File: config.mk
export PLATFORM = sky130hd
export DESIGN_NAME = nsw_ram
export DESIGN_NICKNAME = d
export VERILOG_FILES = /design/src/hdl/nsw_ram.sv
export SDC_FILE = /design/constraint.sdc
export NUM_CORES = 1
export LEC_CHECK = 0
export ABC_CLOCK_PERIOD_IN_PS = 3000
export BUFFER_PORTS_ARGS = -buffer_cell sky130_fd_sc_hd__buf_2
export CAP_MARGIN = 20
export CORE_MARGIN = 2
export CORE_UTILIZATION = 60
export CTS_CLUSTER_SIZE = 24
export DETAILED_ROUTE_END_ITERATION = 10
export PLACE_DENSITY = 0.89
export SYNTH_ARGS = -nofsm -noshare
export SYNTH_HDL_FRONTEND = slang
export SYNTH_SLANG_ARGS = --single-unit
File: constraint.sdc
create_clock -name clock -period 3 [get_ports clock]
set_input_delay 0.9 -clock clock [delete_from_list [all_inputs] [get_ports clock]]
set_output_delay 0.9 -clock clock [all_outputs]
set_load 0.01 [all_outputs]
File: src/hdl/nsw_ram.sv
module nsw_ram #(
   parameter int WIDTH = 8,
   parameter int DEPTH = 16,
   parameter int ADDR_BITS = $clog2(DEPTH)
) (
   input  logic                 clock,
   input  logic                 wr_en,
   input  logic [ADDR_BITS-1:0] wr_addr,
   input  logic [WIDTH-1:0]     wr_data,
   input  logic [ADDR_BITS-1:0] rd_addr,
   output logic [WIDTH-1:0]     rd_data
);

   logic [WIDTH-1:0] mem_ff [DEPTH];
   logic [WIDTH-1:0] rd_data_ff;

   always_ff @(posedge clock) begin
      if (wr_en) begin
         mem_ff[wr_addr] <= wr_data;
      end
      rd_data_ff <= mem_ff[rd_addr];
   end

   assign rd_data = rd_data_ff;

endmodule

=== Word-level counts from Yosys, hierarchy flattened ===
Memory sizes are Yosys's and may differ from the RTL's. A register that Yosys moved wholly into a read port is not among the register bits.
Cells that the tools add are included.

* Logic and storage cells: 3
* Bits of input ports: 18
* Bits in latches: 0
* Output and inout port bits: 8
* ROM bits: 0
* Bits in registers: 0
* Memories: 1
* Bits in writable memories: 128

{| class="wikitable"
|+ Memories
! name !! words !! bits a word !! read ports !! clocked after Yosys merged registers in !! write ports !! line !! text
|-
| mem_ff || 16 || 8 || 1 || 1 || 1 || 14 || <nowiki>logic [WIDTH-1:0] mem_ff [DEPTH];</nowiki>
|}

* Mux-type cells: 2
* Divide/modulo/power cells: 0
* Multiply operators: 0
* Shift operators: 0
* Reduce and logical (&&, ||, !) cells: 0
* Equality and inequality tests: 0
* Magnitude comparators: 0
* Add/sub/neg operators: 0
* Bitwise logic cells: 0

{| class="wikitable"
|+ Operator list
! cell !! count
|-
| two-way mux 1 bit || 2
|}

=== Longest topological paths before layout ===
* Word-level depth: 2
* Mapped depth: 5
* Gate-level depth less buffers: 3

=== Worst setup path before layout ===
No wires, ideal clock.

* Path kind: input to register
* From: input port wr_addr[2]
* To: memory mem_ff[0][0], enable pin
* Arrival time: 2.010 ns
* Cell stages on the path: 2
* Setup time: 0.383 ns
* Required time: 2.617 ns
* Buffers on the path: 0
* Setup slack: 0.607 ns
* Cell sequence: or3b_2 nor3_1

{| class="wikitable"
|+ RTL lines
! what !! line !! text
|-
| start, declared || 8 || <nowiki>input logic [ADDR_BITS-1:0] wr_addr,</nowiki>
|-
| end, declared || 14 ||
|}

No word-level cell before the write port.

=== Worst setup path in the final report ===
* From: register rd_data_ff[7], in the netlist rd_data[7] (read register of mem_ff)
* To: output port rd_data[7]

{| class="wikitable"
|+ RTL lines
! what !! line !! text
|-
| start, declared || 15 || <nowiki>logic [WIDTH-1:0] rd_data_ff;</nowiki>
|-
| end, declared || 11 || <nowiki>output logic [WIDTH-1:0] rd_data</nowiki>
|}

No word-level cell between the ends.

==> results.txt <==
status -> completed
CTS root buf -> clkbuf_8
Area Growth Syn to Fin -> 17.6%
# setup viols final -> 0
Vias/cell -> 6.24
clk_lat worst skew -> 510 ps
cts bufs inserted -> 17
CP Launch Type -> register
Layout Nets -> 298
P_sw -> 832 uW
Reg2Reg Capture Point -> rd_data[6]
most common library cell in the layout ignoring fill and taps -> edfxtp_1
Die X -> 96.6 um
drt pass-1 iters -> 4
CP Class -> reg2out
die height -> 96.6 um
top-level port count -> 26
clk buf depth -> 2
Critical path origin -> rd_data[7]
reg-to-reg slack, setup -> 1610 ps
cell family with most CP delay -> flip-flops
Final Skew -> 5.41 ps
vias in the first global route -> 2612
Data arrival, critical path -> 1060 ps
R2R depth -> 3
Pwr Density -> 715 nW/um^2
Slew headroom -> 48.5%
register area share after synthesis -> 77.8%
Cell Rows -> 33
Post-Synthesis Net Count -> 247
placed cells -> 366
Peak VDD IR -> 558 uV
CP Capture Type -> output port
Min-Delay Path Class -> reg2reg
core box area -> 8260 um^2
Slew Limit Fails -> 0
CTS Hold Bufs -> 0
DR iter-0 viols -> 282
Synth Cell Area -> 5150 um^2
launching point of the worst reg2reg path -> mem_ff[2][6]
CTS sink cnt -> 136
library cells used by synthesis -> 19
warnings from Yosys -> 0
first-pass GRT wire length -> 15100 um
placed cell area -> 5470 um^2
Worst-Margin Slew -> 770 ps
WP depth -> 1
most frequent cells in the layout -> 128 x edfxtp_1, 25 x buf_2, 18 x mux4_2, 16 x a22oi_1, 16 x clkbuf_16
Max-cap violations -> 0
share of cells above drive strength 1 -> 30.4%
post-DP HPWL -> 6220 um
Tcrit/Tclk final -> 65.3%
buffer count from post-CTS setup fixing -> 0
Pint -> 3490 uW
starting density of the core -> 62.3%
Worst Path Buf+Inv -> 1
final std cells w/o fill -> 398
CP required -> 2100 ps
via count -> 2483
Routed WL -> 9740 um
Max stage delay cell, worst path -> dfxtp_1
port bufs -> 25
FF+latch count, synth -> 136
Gate power share -> 4.6%
Tmin final -> 1960 ps
DRT antenna net count -> 0
die area -> 9340 um^2
Sw Ratio -> 19.2%
total negative slack -> 0 ps
Placer Congestion -> 0.751
syn avg cell area -> 22.5 um^2
grt total ovfl -> 0
CTS resizes -> 0
final hold violations -> 0
Clock transition at path regs -> 60 ps
Syn Inst Count -> 229
sequential power share -> 49.4%
CP endpoint -> rd_data[7]
DR DRC count -> 0
clock power share -> 45.9%
slowest stage delay, CP -> 390 ps
fin area -> 6050 um^2
Fmax -> 510 MHz
antenna diode count -> 0
pin count of the biggest net entering global routing -> 17
CTS tree -> built
Critical Path Fanout Max -> 1
initial antenna violation count -> 0
Pleak -> 0.00207 uW
drt wl/cell -> 24.5 um
critical-path cell list -> buf_2
Tot GR Track Use -> 22.7%
H-Tree Depth -> 4
RSZ-0062 raised after global routing -> no
-- cells by family (layout without fill, tap and decap cells) --
family / count (synthesis) / count (layout) / synth area share, %
AND/OR/NAND/NOR: 35 / 35 / 3.18
buffers and inverters: 10 / 74 / 1.68
AO/OA/AOI/OAI: 16 / 16 / 2.33
flip-flops: 136 / 136 / 77.8
multiplexers: 32 / 32 / 15.0
-- cell usage after synthesis, drive strengths merged --
cell / number / share of area [%]
and2b: 1 / 0.15
edfxtp: 128 / 75
dfxtp: 8 / 3.1
nand2: 9 / 0.66
buf: 7 / 1.1
a22oi: 16 / 2.3
nor2: 13 / 0.95
nor3: 4 / 0.39
clkdlybuf4s25: 3 / 0.58
mux4: 32 / 15
and2: 1 / 0.12
nor2b: 1 / 0.12
nand3: 1 / 0.097
nand2b: 2 / 0.24
nand3b: 2 / 0.29
or3b: 1 / 0.17
-- state kept, by name, summed over array words and instances, names as in the netlist --
register  flops
rd_data       8
mem_ff      128
-- area by class of cell --
type	instances	area, um^2
clock inverters	8	92.6
repair buffers	42	278
fillers	461	2200
multi-input cells	83	1060
clock buffers	24	490
well taps	105	131
flip-flops and latches	136	4000
-- through the flow --
step           setup slack [ps]  power [uW]  util, %  hold WS (ps)
5_1_grt                     953        4450     73.3           717
2_1_floorplan               607        2290        -           629
6_report                   1040        4330     73.3           676
3_5_place_dp                534        2380     66.2           661
4_1_cts                    1010        4350     73.3           678
3_3_place_gp                552        2360     66.2           649
-- power by group through the flow --
stage / combinational [uW] / clock (uW) / sequential (uW)
5_1_grt: 216 / 2090 / 2140
3_5_place_dp: 199 / 0 / 2180
2_1_floorplan: 108 / 0 / 2180
6_report: 201 / 1990 / 2140
4_1_cts: 202 / 2000 / 2140
3_3_place_gp: 189 / 0 / 2170
-- per-layer routing --
metal	wire, um	track usage, %	vias up
li1	-	-	1081
met1	3880	29.7	1272
met2	5050	36.4	113
met3	633	6.07	17
met4	184	9.86	0
met5	0	0	-
-- worst min path at each step --
stage,from,endpoint,slack (ps),depth (start not counted)
3_3_place_gp,mem_ff[11][2],rd_data[2],650,3
2_1_floorplan,mem_ff[7][0],rd_data[0],630,3
6_report,mem_ff[11][2],rd_data[2],680,3
4_1_cts,mem_ff[8][3],rd_data[3],680,3
5_1_grt,mem_ff[11][2],rd_data[2],720,3
3_5_place_dp,mem_ff[8][3],rd_data[3],660,3
Note: power is estimated with default switching activity, not from simulation.
