===== src/hdl/nsw_pkg.sv =====
package nsw_pkg;

   localparam int MAX_SEGMENTS = 64;
   localparam int COORD_BITS   = 20;
   localparam int IDX_BITS     = $clog2(MAX_SEGMENTS);
   localparam int CNT_BITS     = $clog2(MAX_SEGMENTS + 1);
   localparam int SPAN_BITS    = 5;
   localparam int ABS_BITS     = COORD_BITS + 1;
   localparam int SQ_BITS      = 2 * ABS_BITS;
   localparam int DIST_BITS    = SQ_BITS + 2;
   localparam int WIN_BITS     = ((IDX_BITS > SPAN_BITS) ? IDX_BITS : SPAN_BITS) + 1;

   localparam logic [SPAN_BITS-1:0] SPAN_RESET = SPAN_BITS'(1);

   // command codes
   localparam logic [1:0] CMD_CLEAR  = 2'd0;
   localparam logic [1:0] CMD_APPEND = 2'd1;
   localparam logic [1:0] CMD_QUERY  = 2'd2;

   typedef struct packed {
      logic signed [COORD_BITS-1:0] x;
      logic signed [COORD_BITS-1:0] y;
      logic signed [COORD_BITS-1:0] z;
   } centre_type;

   typedef struct packed {
      logic [1:0]                   command;
      logic signed [COORD_BITS-1:0] pos_x;
      logic signed [COORD_BITS-1:0] pos_y;
      logic signed [COORD_BITS-1:0] pos_z;
   } req_type;

   typedef struct packed {
      logic                found;
      logic [IDX_BITS-1:0] closest_index;
      logic [IDX_BITS-1:0] segment_index;
      logic                last;
   } rsp_type;

   // tag that travels with each centre through the distance pipeline
   typedef struct packed {
      logic                valid;
      logic                last;
      logic [IDX_BITS-1:0] index;
   } scan_tag_type;

endpackage


===== src/hdl/nsw_dist.sv =====
module nsw_dist
   import nsw_pkg::*;
(
   input  logic                 clock,
   input  logic                 reset,
   input  scan_tag_type         in_tag,
   input  centre_type           centre,
   input  centre_type           point,
   output scan_tag_type         out_tag,
   output logic [DIST_BITS-1:0] out_dist
);

   // stage 1: absolute differences
   logic signed [ABS_BITS-1:0] dx, dy, dz;
   logic [ABS_BITS-1:0] ax_in, ay_in, az_in;
   logic [ABS_BITS-1:0] ax_ff, ay_ff, az_ff;
   // stage 2: squares
   logic [SQ_BITS-1:0] sx_ff, sy_ff, sz_ff;
   // stage 3: sum
   logic [DIST_BITS-1:0] dist_ff;
   scan_tag_type tag1_ff, tag2_ff, tag3_ff;

   always_comb begin
      dx = ABS_BITS'(centre.x) - ABS_BITS'(point.x);
      dy = ABS_BITS'(centre.y) - ABS_BITS'(point.y);
      dz = ABS_BITS'(centre.z) - ABS_BITS'(point.z);
      ax_in = dx[ABS_BITS-1] ? (~dx + 1'b1) : dx;
      ay_in = dy[ABS_BITS-1] ? (~dy + 1'b1) : dy;
      az_in = dz[ABS_BITS-1] ? (~dz + 1'b1) : dz;
   end

   always_ff @(posedge clock) begin
      ax_ff   <= ax_in;
      ay_ff   <= ay_in;
      az_ff   <= az_in;
      sx_ff   <= SQ_BITS'(ax_ff) * SQ_BITS'(ax_ff);
      sy_ff   <= SQ_BITS'(ay_ff) * SQ_BITS'(ay_ff);
      sz_ff   <= SQ_BITS'(az_ff) * SQ_BITS'(az_ff);
      dist_ff <= DIST_BITS'(sx_ff) + DIST_BITS'(sy_ff) + DIST_BITS'(sz_ff);
      if (reset) begin
         tag1_ff <= '0;
         tag2_ff <= '0;
         tag3_ff <= '0;
      end else begin
         tag1_ff <= in_tag;
         tag2_ff <= tag1_ff;
         tag3_ff <= tag2_ff;
      end
   end

   assign out_tag  = tag3_ff;
   assign out_dist = dist_ff;

endmodule


===== config.mk =====
export PLATFORM = sky130hd
export DESIGN_NAME = nsw_dist
export DESIGN_NICKNAME = d
export VERILOG_FILES = /design/src/hdl/nsw_pkg.sv /design/src/hdl/nsw_dist.sv
export SDC_FILE = /design/constraint.sdc
export NUM_CORES = 2
export LEC_CHECK = 0
export BUFFER_PORTS_ARGS = -buffer_cell sky130_fd_sc_hd__buf_2
export CAP_MARGIN = 20
export CORE_MARGIN = 8
export CORE_UTILIZATION = 35
export CTS_CLUSTER_DIAMETER = 100
export DETAILED_ROUTE_END_ITERATION = 10
export PLACE_DENSITY = 0.57
export REMOVE_ABC_BUFFERS = 1
export SLEW_MARGIN = 20
export SYNTH_ARGS = -nofsm -noshare
export SYNTH_HDL_FRONTEND = slang
export SYNTH_SLANG_ARGS = --single-unit

===== constraint.sdc =====
create_clock -name clock -period 10 [get_ports clock]
set_input_delay 0.5 -clock clock [delete_from_list [all_inputs] [get_ports clock]]
set_output_delay 0.5 -clock clock [all_outputs]
set_load 0.01 [all_outputs]

After elaboration in Yosys (flattened, before gate mapping)
Index checks and enable logic that the tools add are counted.

operators by class
  multiply operators = 3
  multiplexer cells = 3
  bitwise gates (word level) = 3
  add/sub/neg operators = 8

operators by type and width
  cell                                           number
  multiplier 21 x 21 -> 42 bit                   3
  adder 21 x 1 -> 21 bit, second input constant  3
  inverter 21 bit                                3
  subtractor 20 x 20 -> 21 bit                   3
  two-way mux 20 bit                             3
  adder 43 x 42 -> 44 bit                        1
  adder 42 x 42 -> 43 bit                        1

storage, ports and cells
  input bits = 130
  register bits = 257
  output and inout port bits = 52
  word-level logic and storage cells = 36

Logic depth before layout (Yosys ltp)
  depth after elaboration = 4
  gate-level depth with buffers = 28
  gate-level depth less buffers = 28

Least setup slack after synthesis
No wires, ideal clock.

  path type = reg-to-reg
  start = reg ax_ff[3]
  end = reg sx_ff[36]
  required time = 9.875 ns
  setup slack = 2.835 ns
  arrival = 7.040 ns
  cell stages (with the launch flop) = 29
  cells stage by stage = dfxtp_1 clkbuf_1 clkbuf_1 nand2_1 fa_1 inv_1 fa_1 inv_1 fa_1 inv_1 fa_1 inv_1 fa_1 inv_1 fa_1 inv_1 fa_1 inv_1 ha_1 nand4_1 nor4_1 a211oi_1 a21oi_1 nor3_1 nor3_1 or4b_2 a31o_2 a21oi_1 xnor2_1

on the way
  cells in the longest elaborated chain, start to end = 1

ends and longest elaborated chain
  what                          RTL line        source
  start, declared               nsw_dist.sv:16  logic [ABS_BITS-1:0] ax_ff, ay_ff, az_ff;
  start signal, assigned        nsw_dist.sv:33  ax_ff <= ax_in;
  multiplier 21 x 21 -> 42 bit  nsw_dist.sv:36  sx_ff <= SQ_BITS'(ax_ff) * SQ_BITS'(ax_ff);
  end signal, assigned          nsw_dist.sv:36
  end, declared                 nsw_dist.sv:18  logic [SQ_BITS-1:0] sx_ff, sy_ff, sz_ff;

Every way passes these cells.
A chain may end at the register's enable or synchronous reset.

Worst setup path in the final report
Same ends and word-level chain as after synthesis.

==> key figures <==
Logic synthesis
  • Sequential share of the synthesized area: 10.3%
  • YS warnings: 0
  • Yosys cell types: 80
  • Syn avg cell area: 9.29 µm²
  • Synthesized area: 49,400 µm²
  • Cells after synthesis: 5,315
  • Number of synthesized flops with an enable pin: 0
  • Async SR Flop Fraction: 0%
  • Yosys top cell area share: 39.5%
  • Synth top cells by count: inv_1, fa_1, ha_1, nand2_1, and2_1
  • Synthesized flop and latch total: 254
  • Primary FF master, synth: dfxtp_1
  • Most numerous cell in the Yosys netlist: inv_1
  • Leading area contributor after synthesis: fa_1
  • Synth top area cells: fa_1, ha_1, dfxtp_1

STA
  • Worst Tran Pin Value: 1.09 ns
  • Final Hold Fails: 0
  • Final worst slack: 1.98 ns
  • Slew headroom: a little over a quarter
  • Setup_tns: 0 ns
  • RSZ-0062 raised after global routing: false
  • Final min period: 8.02 ns
  • Slew Limit Fails: 0
  • Fmax: ~120 MHz
  • Worst Hold Slack: 0.0812 ns
  • Period utilization: about four fifths
  • Worst-case clock skew: 0.0337 ns
  • Finish-stage setup viols: 0

Placement
  • Post-Place Worst Slack: ~2 ns
  • IO buf count: 181
  • GPL Wtd Cong: ~0.85
  • DP Wirelength: roughly 97 mm

Hold path
  • Hold path depth: 2
  • Min-delay src: in_tag[0]
  • Worst min path class: in2reg
  • Hold endpoint: tag1_ff[0]

Die
  • Die area: 153,000 µm²
  • Core area: 141,000 µm²
  • Number of core rows: roughly 140
  • Starting Density: 35.1%
  • Die Wd: 392 µm
  • # IOs: 182
  • DIE HEIGHT: 392 µm

CTS
  • Clk_lat worst skew: between 0.6 and 0.7 ns
  • CTS Buf Count: 31
  • # hold bufs at CTS: 0
  • H-tree depth: 1
  • CTS tree: built
  • CTS max path bufs: 3
  • Postcts setup bufs: 0
  • Root Driver: clkbuf_16
  • CTS Sinks: 254
  • Post-CTS Resized: 0
  • Clock slew at reported path FFs: 0.06 ns

Global route
  • Vias in the first global route: 37,439
  • All-Layer GR Usage: 15.2%
  • Grt total ovfl: 0
  • Pin count of the biggest net entering global routing: 25
  • First-pass GRT wire length: 191 mm
  • Antenna violations before repair: 9

Setup path
  • Critical path peak fanout: 21
  • Register-to-register setup slack: 1.98 ns
  • Slowest CP cell: dfxtp_1
  • Crit. End Element: flop
  • Largest stage delay on the critical path: 0.96 ns
  • CP bufs+invs: 7
  • Crit path launch type: flop
  • Critical path's top delay family: adder cells
  • CP Class: reg2reg
  • Arrival @ worst endpoint: 8.57 ns
  • R2R depth: 26
  • Reg-to-Reg End: sx_ff[36]
  • Worst r2r src: ax_ff[3]
  • Worst path required time: roughly 11 ns

Final layout
  • Area Growth Syn to Fin: 8.19%
  • Ant diodes: 0
  • # nets final: 7,068
  • Layout cells sized above 1: 5.66%
  • Util after Layout: around 38%

Routing
  • Vias post-DR: 34,297
  • TritonRoute pass-1 iters: 5
  • Detail Route Antenna Nets: 0
  • DRC: 0
  • Initial DRC count: 1,504
  • Routed WL: between 100 and 150 mm
  • Wire per inst: 15.7 µm
  • Via density: 4.69

Run status
  • Status: finished clean

Run
  • Maxcap violations: 0
==> metal layers <==
| layer | track usage (%) | vias up | wire length, µm |
|---|---|---|---|
| li1 | - | 16403 | - |
| met1 | 20.3 | 17076 | 50700 |
| met2 | 26.0 | 689 | 55100 |
| met3 | 2.46 | 129 | 6240 |
| met4 | 3.14 | 0 | 2500 |
| met5 | 0 | - | 0 |
==> area by class of cell <==
cell class              instances  area [µm²]
flip-flops and latches        254        5080
well taps                    1890        2360
multi-input cells            3599       38800
clock buffers                  36         825
clock inverters                22         362
inverters                    1310        4920
repair buffers                204        1080
fillers                     14169       87300
==> sequential cells by signal, summed over array words and instances (netlist names) <==
name and flops:
sy_ff 41, out_dist 44, tag2_ff 8, sx_ff 41, az_ff 21, out_tag 8
ax_ff 21, tag1_ff 8, sz_ff 41, ay_ff 21
==> cells in the final DEF, fill, tap and decap left out, drive strengths merged, types with 27 or more instances in the layout <==
| master | n |
|---|---|
| o21a | 27 |
| a21oi | 192 |
| buf | 204 |
| xnor2 | 192 |
| ha | 563 |
| and2 | 279 |
| nand2 | 449 |
| clkbuf | 36 |
| nor2b | 59 |
| nor2 | 145 |
| dfxtp | 254 |
| o21ai | 119 |
| xor2 | 90 |
| inv | 1315 |
| nor3 | 42 |
| o21bai | 33 |
| a21o | 105 |
| fa | 975 |
| nand3 | 41 |
==> metrics by stage <==
step | instance area (µm²) | std cells
2_1_floorplan | 48800 | 5163
3_3_place_gp | 52200 | 7257
3_5_place_dp | 52200 | 7257
4_1_cts | 53400 | 7315
5_1_grt | 53400 | 7315
6_report | 53400 | 7315
==> worst max-delay path by stage <==
stage / from / end / slack (ns) / depth (start not counted)
2_1_floorplan: ax_ff[8] / sx_ff[36] / 2.90 / 27
3_3_place_gp: ax_ff[3] / sx_ff[36] / 2.10 / 26
3_5_place_dp: ax_ff[3] / sx_ff[36] / 2.03 / 26
4_1_cts: ax_ff[3] / sx_ff[36] / 1.97 / 26
5_1_grt: ay_ff[3] / sy_ff[41] / 1.54 / 24
6_report: ax_ff[3] / sx_ff[36] / 1.98 / 26
==> cell families (layout without fill, tap and decap cells) <==
family	after synthesis	in the layout	synth area share, %
buffers and inverters	1464	1572	11.2
AO/OA/AOI/OAI	630	630	8.22
adder cells (fa/ha/maj)	1538	1538	53.8
other	1	3	0.00759
flip-flops	254	254	10.3
XOR/XNOR	282	282	5.02
multiplexers	3	3	0.0684
AND/OR/NAND/NOR	1143	1143	11.4
Power is left out: the tool's default activity adds up to more than one toggle a clock period on the data nets, which glitch-free logic cannot reach.
